`src/rtl/core/kscc_pkg.sv`:
```
// ----------------------------------------------------------------------------
// kscc_pkg
// Types and constants shared by the keyword substitution cipher modules.
// ----------------------------------------------------------------------------
package kscc_pkg;

    localparam int unsigned LETTERS    = 26;
    localparam int unsigned IDX_W      = $clog2(LETTERS);
    localparam logic [7:0]  CODE_A     = 8'd65;
    localparam logic [7:0]  CODE_Z     = 8'd90;
    localparam logic [7:0]  CODE_SPACE = 8'd32;
    localparam logic [7:0]  CODE_NONE  = 8'd0;

    typedef logic [IDX_W-1:0] idx_t;

    typedef enum logic [1:0] {
        FUNC_CLEAR   = 2'd0,
        FUNC_KEY     = 2'd1,
        FUNC_ENCRYPT = 2'd2,
        FUNC_DECRYPT = 2'd3
    } func_t;

    typedef enum logic [3:0] {
        S_IDLE = 4'b0001,
        S_EXEC = 4'b0010,
        S_WALK = 4'b0100,
        S_DONE = 4'b1000
    } state_t;

    // Append one letter: forward[pos] = letter and inverse[letter] = pos.
    typedef struct packed {
        logic we;
        idx_t pos;
        idx_t letter;
    } tbl_wr_t;

    // Look up one entry of the forward or the inverse table.
    typedef struct packed {
        logic en;
        logic inv;
        idx_t addr;
    } tbl_rd_t;

endpackage

```
`src/rtl/core/keyword_substitution_cipher_core.sv`:
```
// ----------------------------------------------------------------------------
// keyword_substitution_cipher_core
// Keyword monoalphabetic substitution cipher with an Atbash-style fill.
// ----------------------------------------------------------------------------
// Usage: each slave transfer carries an operation in s_tuser (clear key, key
// letter, encrypt, decrypt) and a character in s_tdata. Every transfer gives
// exactly one master transfer: the transformed letter or a space in m_tdata,
// zero for key operations, and the ignored flag in m_tuser.
// Sequence: the block takes one item at a time, and takes no new item until
// the last has left S_DONE. A clear, a key letter, or a text character once
// the alphabet is complete, goes through S_EXEC and S_DONE, and S_DONE sets
// the registered m_tvalid. The first text character after a key change first
// walks the 26 letters Z down to A through the shared append port, one per
// cycle, in S_WALK, and then returns to S_EXEC for its lookup.
// s_tready is high only while no item is being worked on. A finished result
// waits in the output register; a stalled receiver holds the block in its
// final step until the register is free.
// Reset clears the key, the fill count and the output valid; the tables are
// refilled before any lookup.
// ----------------------------------------------------------------------------
module keyword_substitution_cipher_core
    import kscc_pkg::*;
(
    input  logic       aclk,
    input  logic       aresetn,
    input  logic       s_tvalid,
    output logic       s_tready,
    input  logic [7:0] s_tdata,   // [7:0] char_in
    input  logic [1:0] s_tuser,   // [1:0] func
    output logic       m_tvalid,
    input  logic       m_tready,
    output logic [7:0] m_tdata,   // [7:0] char_out
    output logic [0:0] m_tuser    // [0] ignored
);

    state_t        state_reg, state_next;
    func_t         func_reg, func_next;
    logic [7:0]    char_reg, char_next;
    logic [LETTERS-1:0] used_reg, used_next;
    logic [IDX_W:0] fill_reg, fill_next;
    logic          complete_reg, complete_next;
    idx_t          walk_reg, walk_next;
    logic          ign_reg, ign_next;
    logic          m_valid_reg, m_valid_next;
    logic [7:0]    m_data_reg, m_data_next;
    logic          m_user_reg, m_user_next;

    tbl_wr_t wr;
    tbl_rd_t rd;
    idx_t    rd_data;
    logic    is_upper;
    idx_t    letter;
    idx_t    mapped;
    logic    room;

    kscc_tables u_tables (
        .aclk    (aclk),
        .wr      (wr),
        .rd      (rd),
        .rd_data (rd_data)
    );

    assign is_upper = (char_reg >= CODE_A) && (char_reg <= CODE_Z);
    assign letter   = IDX_W'(char_reg - CODE_A);
    assign room     = (fill_reg < (IDX_W+1)'(LETTERS));
    // Table entries are always below 26 once filled; the fold is a safeguard.
    assign mapped   = (rd_data >= IDX_W'(LETTERS)) ? IDX_W'(rd_data - IDX_W'(LETTERS))
                                                   : rd_data;

    always_comb begin
        state_next    = state_reg;
        func_next     = func_reg;
        char_next     = char_reg;
        used_next     = used_reg;
        fill_next     = fill_reg;
        complete_next = complete_reg;
        walk_next     = walk_reg;
        ign_next      = ign_reg;
        m_valid_next  = m_valid_reg && !m_tready;
        m_data_next   = m_data_reg;
        m_user_next   = m_user_reg;
        wr            = '0;
        rd            = '0;

        case (state_reg)
            S_IDLE: begin
                if (s_tvalid) begin
                    func_next  = func_t'(s_tuser);
                    char_next  = s_tdata;
                    state_next = S_EXEC;
                end
            end
            S_EXEC: begin
                case (func_reg)
                    FUNC_CLEAR: begin
                        used_next     = '0;
                        fill_next     = '0;
                        complete_next = 1'b0;
                        ign_next      = 1'b0;
                        state_next    = S_DONE;
                    end
                    FUNC_KEY: begin
                        if (complete_reg || !is_upper) begin
                            ign_next = 1'b1;
                        end else begin
                            ign_next = 1'b0;
                            if (!used_reg[letter] && room) begin
                                wr.we             = 1'b1;
                                wr.pos            = fill_reg[IDX_W-1:0];
                                wr.letter         = letter;
                                used_next[letter] = 1'b1;
                                fill_next         = fill_reg + 1'b1;
                            end
                        end
                        state_next = S_DONE;
                    end
                    default: begin
                        ign_next = 1'b0;
                        if (complete_reg) begin
                            rd.en      = 1'b1;
                            rd.inv     = (func_reg == FUNC_DECRYPT);
                            rd.addr    = is_upper ? letter : '0;
                            state_next = S_DONE;
                        end else begin
                            walk_next  = IDX_W'(LETTERS - 1);
                            state_next = S_WALK;
                        end
                    end
                endcase
            end
            S_WALK: begin
                // Unused letters are appended from Z down to A.
                if (!used_reg[walk_reg] && room) begin
                    wr.we               = 1'b1;
                    wr.pos              = fill_reg[IDX_W-1:0];
                    wr.letter           = walk_reg;
                    used_next[walk_reg] = 1'b1;
                    fill_next           = fill_reg + 1'b1;
                end
                if (walk_reg == '0) begin
                    complete_next = 1'b1;
                    state_next    = S_EXEC;
                end else begin
                    walk_next = walk_reg - 1'b1;
                end
            end
            S_DONE: begin
                if (!m_valid_reg || m_tready) begin
                    m_valid_next = 1'b1;
                    m_user_next  = ign_reg;
                    if (func_reg == FUNC_CLEAR || func_reg == FUNC_KEY) begin
                        m_data_next = CODE_NONE;
                    end else if (is_upper) begin
                        m_data_next = CODE_A + 8'(mapped);
                    end else begin
                        m_data_next = CODE_SPACE;
                    end
                    state_next = S_IDLE;
                end
            end
            default: begin
                state_next = S_IDLE;
            end
        endcase
    end

    always_ff @(posedge aclk) begin
        if (!aresetn) begin
            state_reg    <= S_IDLE;
            used_reg     <= '0;
            fill_reg     <= '0;
            complete_reg <= 1'b0;
            m_valid_reg  <= 1'b0;
        end else begin
            state_reg    <= state_next;
            used_reg     <= used_next;
            fill_reg     <= fill_next;
            complete_reg <= complete_next;
            m_valid_reg  <= m_valid_next;
        end
    end

    always_ff @(posedge aclk) begin
        func_reg   <= func_next;
        char_reg   <= char_next;
        walk_reg   <= walk_next;
        ign_reg    <= ign_next;
        m_data_reg <= m_data_next;
        m_user_reg <= m_user_next;
    end

    assign s_tready = (state_reg == S_IDLE);
    assign m_tvalid = m_valid_reg;
    assign m_tdata  = m_data_reg;
    assign m_tuser  = m_user_reg;

endmodule

```
`src/rtl/core/kscc_tables.sv`:
```
// ----------------------------------------------------------------------------
// kscc_tables
// Forward and inverse cipher tables with one shared append port and one
// registered lookup port.
// ----------------------------------------------------------------------------
module kscc_tables
    import kscc_pkg::*;
(
    input  logic    aclk,
    input  tbl_wr_t wr,
    input  tbl_rd_t rd,
    output idx_t    rd_data
);

    idx_t forward_mem [LETTERS];
    idx_t inverse_mem [LETTERS];

    always_ff @(posedge aclk) begin
        if (wr.we) begin
            forward_mem[wr.pos]    <= wr.letter;
            inverse_mem[wr.letter] <= wr.pos;
        end
    end

    always_ff @(posedge aclk) begin
        if (rd.en) begin
            rd_data <= rd.inv ? inverse_mem[rd.addr] : forward_mem[rd.addr];
        end
    end

endmodule

```
`config.mk`:
```
export PLATFORM = sky130hd
export DESIGN_NAME = keyword_substitution_cipher_core
export DESIGN_NICKNAME = d
export VERILOG_FILES = /design/src/rtl/core/kscc_pkg.sv /design/src/rtl/core/keyword_substitution_cipher_core.sv /design/src/rtl/core/kscc_tables.sv
export SDC_FILE = /design/constraint.sdc
export NUM_CORES = 1
export LEC_CHECK = 0
export BUFFER_PORTS_ARGS = -buffer_cell sky130_fd_sc_hd__buf_4
export CORE_UTILIZATION = 60
export DETAILED_ROUTE_END_ITERATION = 10
export PLACE_DENSITY_LB_ADDON = 0.3
export SLEW_MARGIN = 20
export SYNTH_ARGS = -nofsm -noshare
export SYNTH_HDL_FRONTEND = slang
export SYNTH_SLANG_ARGS = --single-unit
```
`constraint.sdc`:
```
create_clock -name aclk -period 5.9 [get_ports aclk]
set_input_delay 0.885 -clock aclk [delete_from_list [all_inputs] [get_ports aclk]]
set_output_delay 0.885 -clock aclk [all_outputs]
set_load 0.01 [all_outputs]
```
==> results of run 1 <==
critical path, delay by kind of cell (launching register included):
| kind | cells | cell delay, ns |
|---|---|---|
| AND/OR/NAND/NOR | 6 | 2.47 |
| buffers and inverters | 3 | 0.77 |
| AO/OA/AOI/OAI | 2 | 0.72 |
| flip-flops | 1 | 0.35 |
| adder cells (fa/ha/maj) | 1 | 0.17 |
synthesized netlist by cell type, types with 10 or more instances:
cell type                  number  area share [%]
sky130_fd_sc_hd__ha_1          14             1.2
sky130_fd_sc_hd__mux2i_1       47             3.2
sky130_fd_sc_hd__a21oi_1       52             1.8
sky130_fd_sc_hd__edfxtp_1     289              58
sky130_fd_sc_hd__mux4_2        10             1.5
sky130_fd_sc_hd__a31oi_1       30             1.3
sky130_fd_sc_hd__clkbuf_1      30            0.76
sky130_fd_sc_hd__dfxtp_1       38             5.1
sky130_fd_sc_hd__nand2b_1      11            0.46
sky130_fd_sc_hd__nand2_1      200             5.1
sky130_fd_sc_hd__nor2_1       125             3.2
sky130_fd_sc_hd__o21ai_0       32             1.1
sky130_fd_sc_hd__buf_2         28            0.94
sky130_fd_sc_hd__and3_1        17            0.72
sky130_fd_sc_hd__nand3_1       60             2.0
sky130_fd_sc_hd__nor3_1        20            0.67
sky130_fd_sc_hd__inv_1         20            0.51
sky130_fd_sc_hd__xnor2_1       11            0.65
layout make-up:
type,count,area (µm²)
fillers,1697,7880
repair buffers,45,338
multi-input cells,821,5040
flip-flops and latches,327,9440
well taps,324,405
clock buffers,46,967
clock inverters,11,153
inverters,24,92.6
worst max path at each step:
stage                                             end   startpoint  slack [ns]  cells past startpoint
after detailed placement  u_tables.inverse_mem[21][0]  char_reg[0]        1.08                     12
after floorplan           u_tables.inverse_mem[18][0]  char_reg[0]        1.53                     13
after CTS                 u_tables.inverse_mem[21][0]  char_reg[0]        1.10                     12
after global placement    u_tables.inverse_mem[17][4]  char_reg[0]        1.34                     12
final                     u_tables.inverse_mem[21][0]  char_reg[0]        1.06                     12
after global routing      u_tables.inverse_mem[21][0]  char_reg[0]        0.69                     12
layer usage:
layer | vias up | GRT usage, %
li1 | 4639 | -
met1 | 5081 | 42.1
met2 | 619 | 48.5
met3 | 102 | 5.60
met4 | 0 | 10.8
met5 | - | 0
power by group through the flow:
stage                     Combinational [mW]  Clock [mW]  Sequential (mW)
final                                  0.130        2.16             2.51
after global routing                   0.140        2.26             2.51
after CTS                              0.127        2.17             2.51
after detailed placement               0.127           0             2.56
after global placement                 0.123           0             2.56
after floorplan                       0.0950           0             2.55
cells by family after synthesis:
| kind of cell | synth area share (%) |
|---|---|
| buf+inv | 2.85 |
| other cells | 0.0252 |
| simple gates | 17.0 |
| flops | 63.5 |
| mux | 5.06 |
| fa+ha+maj | 1.18 |
| compound gates | 9.75 |
| xor+xnor | 0.648 |
==> flow_metrics.py, run 1 <==
metrics = {
    "routing": {
        "routed-wl-met3_um": 4070,
        "detail_route.drc_violations": 0,
        "detailroute.via_count": 10400,
        "routed-wl-met2_um": 17700,
        "m1WireLength_um": 14600,
        "detailedRoute.firstPassIterationCount": 5,
        "drt_wl_total_um": 37600,
        "maxUsedRoutingLayer": "met4",
        "detailed_route_wire_length_per_cell_um": 23.5,
        "drt_first_iter_violations": 1490,
        "vias_per_cell": 6.53,
        "postRouteAntennaNets": 0,
    },
    "placement": {
        "placedCellCount": 1541,
        "placement.cell_area_mm2": 0.0153,
        "dp_worst_setup_slack_ns": 1.08,
        "io_buffers": 23,
        "detailedPlacementHpwl_um": 25200,
        "place.gp.congestion": 0.920,
    },
    "cts": {
        "cts_htree_levels": 2,
        "post_cts.resized_instances": 0,
        "tritoncts.num_buffers": 34,
        "tritoncts": "built",
        "clk-insertion-delay-late_ns": 0.51,
        "cts.sinks": 327,
        "postCtsSetupRepairBufs": 0,
        "cts-root-buf": "sky130_fd_sc_hd__clkbuf_16",
        "max-clock-path-buffers": 3,
        "clk_pin_slew_ns": 0.06,
        "cts_hold_buf": 0,
    },
    "timing": {
        "skew_ns": 0.0239,
        "hold_slack_ns": 0.432,
        "layout_min_cycle_time_ns": 4.84,
        "setup_total_negative_slack_ns": 0,
        "timing.slew.headroom_pct": 24.2,
        "grt_setup_unrepaired": "false",
        "post-route-period-util_pct": 82.1,
        "setup_viol": 0,
        "timing.fmax_mhz": 206,
        "worst_pin_slew_ns": 1.14,
        "report.final.hold_viol_count": 0,
        "slew_violations": 0,
        "timing.final.ws_setup_ns": 1.06,
    },
    "global_routing": {
        "grt_pass1_wl_um": 58800,
        "maximum_number_of_pins_on_one_net_before_global_route_repair": 40,
        "globalRouteTotalUtil_pct": 30.4,
        "vias_in_the_first_global_route": 10100,
        "antenna_found_initial": 0,
        "global_route.overflow_total": 0,
    },
    "logic_synthesis": {
        "synthesis.yosys.warnings": 0,
        "postSynthRegisterBits": 327,
        "synth_enable_flop_cells": 289,
        "postSynthAreaPerCell_um2": 12.0,
        "synthesis.area_mm2": 0.0149,
        "synth-main-ff-cell": "sky130_fd_sc_hd__edfxtp_1",
        "share_of_synthesized_registers_carrying_an_async_set_or_reset_pct": 0,
        "yosysUniqueCellTypes": 95,
        "yosysSeqAreaShare_pct": 63.5,
        "synthesis.nets": 1269,
        "synth_instances": 1241,
    },
    "pwr": {
        "power.net_switching_mw": 0.946,
        "cellInternalPower_mw": 3.85,
        "ir_worst_vdd_mv": 0.347,
        "power-per-cell-area_mw_per_mm2": 292,
        "combinational_share_of_power_pct": 2.7,
        "p_seq_share_pct": 52.3,
        "p_leak_nw": 5.57,
        "power.clock.fraction_pct": 45.0,
        "total_power_mw": 4.80,
        "switching_share_pct": 19.7,
    },
    "layout": {
        "layout.cells.non_filler": 1598,
        "finish.net_count": 1281,
        "finish.utilization_pct": 67.6,
        "antenna_cells_inserted": 0,
        "final_layout_size_suffix_gt1_share_pct": 11.8,
        "area.growth.synth_to_final_pct": 10.6,
        "layout.cell_area.non_filler_mm2": 0.0164,
        "layout.cells.most_common_list": "sky130_fd_sc_hd__edfxtp_1, sky130_fd_sc_hd__nand2_1, sky130_fd_sc_hd__nor2_1, sky130_fd_sc_hd__nand3_1, sky130_fd_sc_hd__a21oi_1",
        "final_common_cell": "sky130_fd_sc_hd__edfxtp_1",
    },
    "floorplanning": {
        "die_height_um": 159,
        "die_area_mm2": 0.0254,
        "die_width_um": 159,
        "core_region_area_mm2": 0.0243,
        "io_pins": 25,
        "rows": 57,
        "floorplan.initialDensity_pct": 61.1,
    },
    "critical_path": {
        "cp_data_arrival_time_ns": 4.99,
        "endpoint_kind": "register",
        "start_kind": "register",
        "slack_of_the_worst_reg_to_reg_path_ns": 1.06,
        "slowest_stage_cell_crit_path": "sky130_fd_sc_hd__nor3_1",
        "worstSetupPathType": "register to register",
        "timing.critical_path.cells": "buf_4, inv_1, ha_1, nor2b_1, o21a_1, nor3_1, nand3b_1, or4_4, o21a_1, inv_2, nand2b_2, nor3_1",
        "worstPathRequired_ns": 6.04,
        "r2r_start": "char_reg[0]",
        "crit-reg2reg-capture": "u_tables.inverse_mem[21][0]",
        "worstPathMaxFanout": 27,
        "slowest_delay_ns": 0.68,
        "worst_r2r_path_depth": 12,
    },
    "run_status": {
        "result_of_the_run": "complete, no violations",
    },
    "worst_hold_path": {
        "hold_path_startpoint": "fill_reg[5]",
        "min-delay-path-class": "register to register",
        "worstHoldPathCells": 2,
        "hold-path-endpoint": "fill_reg[5]",
    },
    "run": {
        "drv_cap": 0,
    },
}
(Power assumes the default switching activity.)
==> run 2, diff against run 1 <==
--- a/config.mk
+++ b/config.mk
@@ -5,8 +5,9 @@
 export SDC_FILE = /design/constraint.sdc
 export NUM_CORES = 1
 export LEC_CHECK = 0
+export ABC_AREA = 1
 export BUFFER_PORTS_ARGS = -buffer_cell sky130_fd_sc_hd__buf_4
-export CORE_UTILIZATION = 60
+export CORE_UTILIZATION = 57
 export DETAILED_ROUTE_END_ITERATION = 10
 export PLACE_DENSITY_LB_ADDON = 0.3
 export SLEW_MARGIN = 20
==> constraint.sdc (replaced) <==
create_clock -name aclk -period 4.3 [get_ports aclk]
set_input_delay 0.645 -clock aclk [delete_from_list [all_inputs] [get_ports aclk]]
set_output_delay 0.645 -clock aclk [all_outputs]
set_load 0.01 [all_outputs]
==> run 2 against run 1 <==
Net effect:
- area after synthesis rose by 5.2%
- global-route usage down 2.6 points
- register-to-register slack lost 0.40 ns
- non-clock buffer count rose by 3
- flip-flop and latch count stayed put
- first-iteration DRC count shrank 13%
- synthesized cell count increased by 32%
- clock power is 30% higher
- core utilization is 4.0 points lower
- hold slack lost 0.14 ns
- design area increased by 4.2%
- cell count up 25%
- critical path type unchanged
- largest cell class unchanged
==> flow_metrics.py, run 2 <==
metrics = {
    "routing": {
        "vias_per_cell": 5.85,
        "detailedRoute.firstPassIterationCount": 5,
        "drt_wl_total_um": 38300,
        "postRouteAntennaNets": 0,
        "drt_first_iter_violations": 1291,
        "detail_route.drc_violations": 0,
        "detailed_route_wire_length_per_cell_um": 19.1,
        "detailroute.via_count": 11700,
    },
    "timing": {
        "timing.fmax_mhz": 275,
        "slew_violations": 0,
        "skew_ns": 0.0242,
        "grt_setup_unrepaired": "false",
        "timing.slew.headroom_pct": 33.7,
        "setup_total_negative_slack_ns": 0,
        "report.final.hold_viol_count": 0,
        "post-route-period-util_pct": 84.7,
        "worst_pin_slew_ns": 0.992,
        "setup_viol": 0,
        "layout_min_cycle_time_ns": 3.64,
    },
    "critical_path": {
        "cp_data_arrival_time_ns": 3.81,
        "crit-reg2reg-capture": "u_tables.inverse_mem[18][4]",
        "worstPathRequired_ns": 4.47,
        "worst_r2r_path_depth": 13,
        "timing.critical_path.cells": "inv_1, ha_1, buf_4, clkinv_1, nand3_1, nand2_1, nand3_1, nand3_1, nor2_2, nand3_4, o21ai_2, nand3_1, nor2_1",
        "timing.critical_path.mode_cell": "sky130_fd_sc_hd__nand3_1",
        "endpoint_kind": "register",
        "slack_of_the_worst_reg_to_reg_path_ns": 0.66,
        "worstPathMaxFanout": 11,
        "slowest_stage_cell_crit_path": "sky130_fd_sc_hd__nor2_1",
        "r2r_start": "char_reg[1]",
        "worstSetupPathType": "register to register",
        "slowest_delay_ns": 0.54,
        "start_kind": "register",
    },
    "logic_synthesis": {
        "postSynthAreaPerCell_um2": 9.53,
        "synthesis.yosys.warnings": 0,
        "share_of_synthesized_registers_carrying_an_async_set_or_reset_pct": 0,
        "synthesis.nets": 1669,
        "synth_instances": 1641,
        "postSynthRegisterBits": 327,
        "netlist_top_cells_count": "sky130_fd_sc_hd__nand2_1, sky130_fd_sc_hd__nand3_1, sky130_fd_sc_hd__edfxtp_1, sky130_fd_sc_hd__inv_1, sky130_fd_sc_hd__nor2_1",
        "synth.most_common_cell": "sky130_fd_sc_hd__nand2_1",
        "yosysSeqAreaShare_pct": 60.4,
        "synthesis.area_mm2": 0.0156,
        "synth_largest_type_area_fraction_pct": 55.5,
        "synth_area_leaders": "sky130_fd_sc_hd__edfxtp_1, sky130_fd_sc_hd__nand3_1, sky130_fd_sc_hd__nand2_1, sky130_fd_sc_hd__dfxtp_1, sky130_fd_sc_hd__inv_1",
        "yosysUniqueCellTypes": 40,
        "synth_enable_flop_cells": 289,
        "synth-main-ff-cell": "sky130_fd_sc_hd__edfxtp_1",
        "netlist.top_cell.by_area": "sky130_fd_sc_hd__edfxtp_1",
    },
    "floorplanning": {
        "rows": 60,
        "die_height_um": 168,
        "core_region_area_mm2": 0.0270,
        "io_pins": 25,
        "floorplan.initialDensity_pct": 58.0,
        "die_area_mm2": 0.0281,
        "die_width_um": 168,
    },
    "run": {
        "drv_cap": 0,
    },
    "cts": {
        "cts.sinks": 327,
        "max-clock-path-buffers": 3,
        "cts_htree_levels": 2,
        "tritoncts.num_buffers": 35,
        "tritoncts": "built",
        "cts-root-buf": "sky130_fd_sc_hd__clkbuf_16",
        "cts_hold_buf": 0,
        "clk_pin_slew_ns": 0.06,
        "postCtsSetupRepairBufs": 0,
        "post_cts.resized_instances": 0,
        "clk-insertion-delay-late_ns": 0.52,
    },
    "worst_hold_path": {
        "hold-path-endpoint": "func_reg[0]",
        "hold_path_startpoint": "s_tuser[0]",
        "min-delay-path-class": "input port to register",
        "worstHoldPathCells": 1,
    },
    "global_routing": {
        "global_route.overflow_total": 0,
        "maximum_number_of_pins_on_one_net_before_global_route_repair": 129,
        "globalRouteTotalUtil_pct": 27.8,
        "vias_in_the_first_global_route": 11300,
        "grt_pass1_wl_um": 60400,
        "antenna_found_initial": 0,
    },
    "layout": {
        "antenna_cells_inserted": 0,
        "final_common_cell": "sky130_fd_sc_hd__nand2_1",
        "finish.net_count": 1667,
        "final_layout_size_suffix_gt1_share_pct": 8.30,
        "final.fill_count": 2164,
        "layout.cells.most_common_list": "sky130_fd_sc_hd__nand2_1, sky130_fd_sc_hd__nand3_1, sky130_fd_sc_hd__edfxtp_1, sky130_fd_sc_hd__inv_1, sky130_fd_sc_hd__nor2_1",
        "area.growth.synth_to_final_pct": 9.54,
    },
    "run_status": {
        "result_of_the_run": "complete, no violations",
    },
    "placement": {
        "io_buffers": 23,
        "place.gp.congestion": 0.973,
        "detailedPlacementHpwl_um": 24700,
    },
    "pwr": {
        "p_leak_nw": 6.60,
        "ir_worst_vdd_mv": 0.349,
        "power-per-cell-area_mw_per_mm2": 391,
        "total_power_mw": 6.69,
    },
}
==> run 2: changes by cell type in the layout (fill, tap and decap cells not counted), sizes merged, moves of 17 or more <==
cell,change
nand3,+262
inv,+163
nand2,+121
nand3b,+50
mux2i,-47
a21oi,+45
a31oi,-30
nor3,-19
o22ai,+18
and3,-17
==> run 2: cell families (layout without fill, tap and decap cells) <==
group	count (synthesis)	after routing	synth area share, %
AND/OR/NAND/NOR	853	853	25.3
flip-flops	327	327	60.4
buffers and inverters	275	297	7.10
AO/OA/AOI/OAI	167	167	5.84
adder cells (fa/ha/maj)	14	14	1.12
XOR/XNOR	4	4	0.272
other	1	1	0.0240
==> run 2: worst max path at each step <==
stage	cells past startpoint	endpoint	slack, ns	from
2_1_floorplan	15	u_tables.inverse_mem[14][0]	0.87	char_reg[0]
3_5_place_dp	13	u_tables.inverse_mem[18][2]	0.74	char_reg[1]
5_1_grt	13	u_tables.inverse_mem[2][4]	0.43	char_reg[1]
4_1_cts	13	u_tables.inverse_mem[18][2]	0.73	char_reg[1]
6_report	13	u_tables.inverse_mem[18][4]	0.66	char_reg[1]
3_3_place_gp	13	u_tables.inverse_mem[18][2]	0.89	char_reg[0]
==> run 2: final cells by class <==
cell class                 instances  area (µm²)  area share [%]
timing repair buffer              48         385            2.25
inverter                         188         706            4.12
multi-input combinational       1039        5110            29.9
clock buffer                      46         942            5.50
clock inverter                    15         118           0.687
tap                              341         427            2.49
sequential                       327        9440            55.1
==> run 2: through the flow <==
step	area, µm²	setup slack [ns]	hold slack, ns	utilization [%]	instances
finish	17100	0.659	0.296	63.6	2004
CTS	17100	0.732	0.283	63.6	2004
global placement	16100	0.888	0.430	59.6	1943
floorplan	15600	0.872	0.400	-	1641
detailed placement	16100	0.745	0.437	59.6	1943
global route	17100	0.431	0.286	63.6	2004
==> run 2: metal layers <==
layer | up-vias | global-route usage [%] | routed length (µm) | share of wire [%]
met5 | - | 0 | 0 | 0
met4 | 0 | 8.97 | 1000 | 2.6
met3 | 79 | 4.54 | 3120 | 8.1
met2 | 500 | 45.6 | 18200 | 48
met1 | 5553 | 38.0 | 16000 | 42
li1 | 5589 | - | - | -
==> run 2: report_power, final <==
group	internal [mW]	leakage [nW]	total (mW)	switching, mW
sequential	3.45	2.75	3.49	0.0347
clock	1.61	0.517	2.80	1.19
combinational	0.110	3.33	0.407	0.297
==> run 2: worst max-delay path, delay by kind of cell, from the launching register on <==
family / cells / cell delay, ns
AOI/OAI and AO/OA: 1 / 0.20
and+or+nand+nor: 8 / 1.77
buffers and inverters: 3 / 0.60
DFF: 1 / 0.42
adders and majority gates: 1 / 0.29
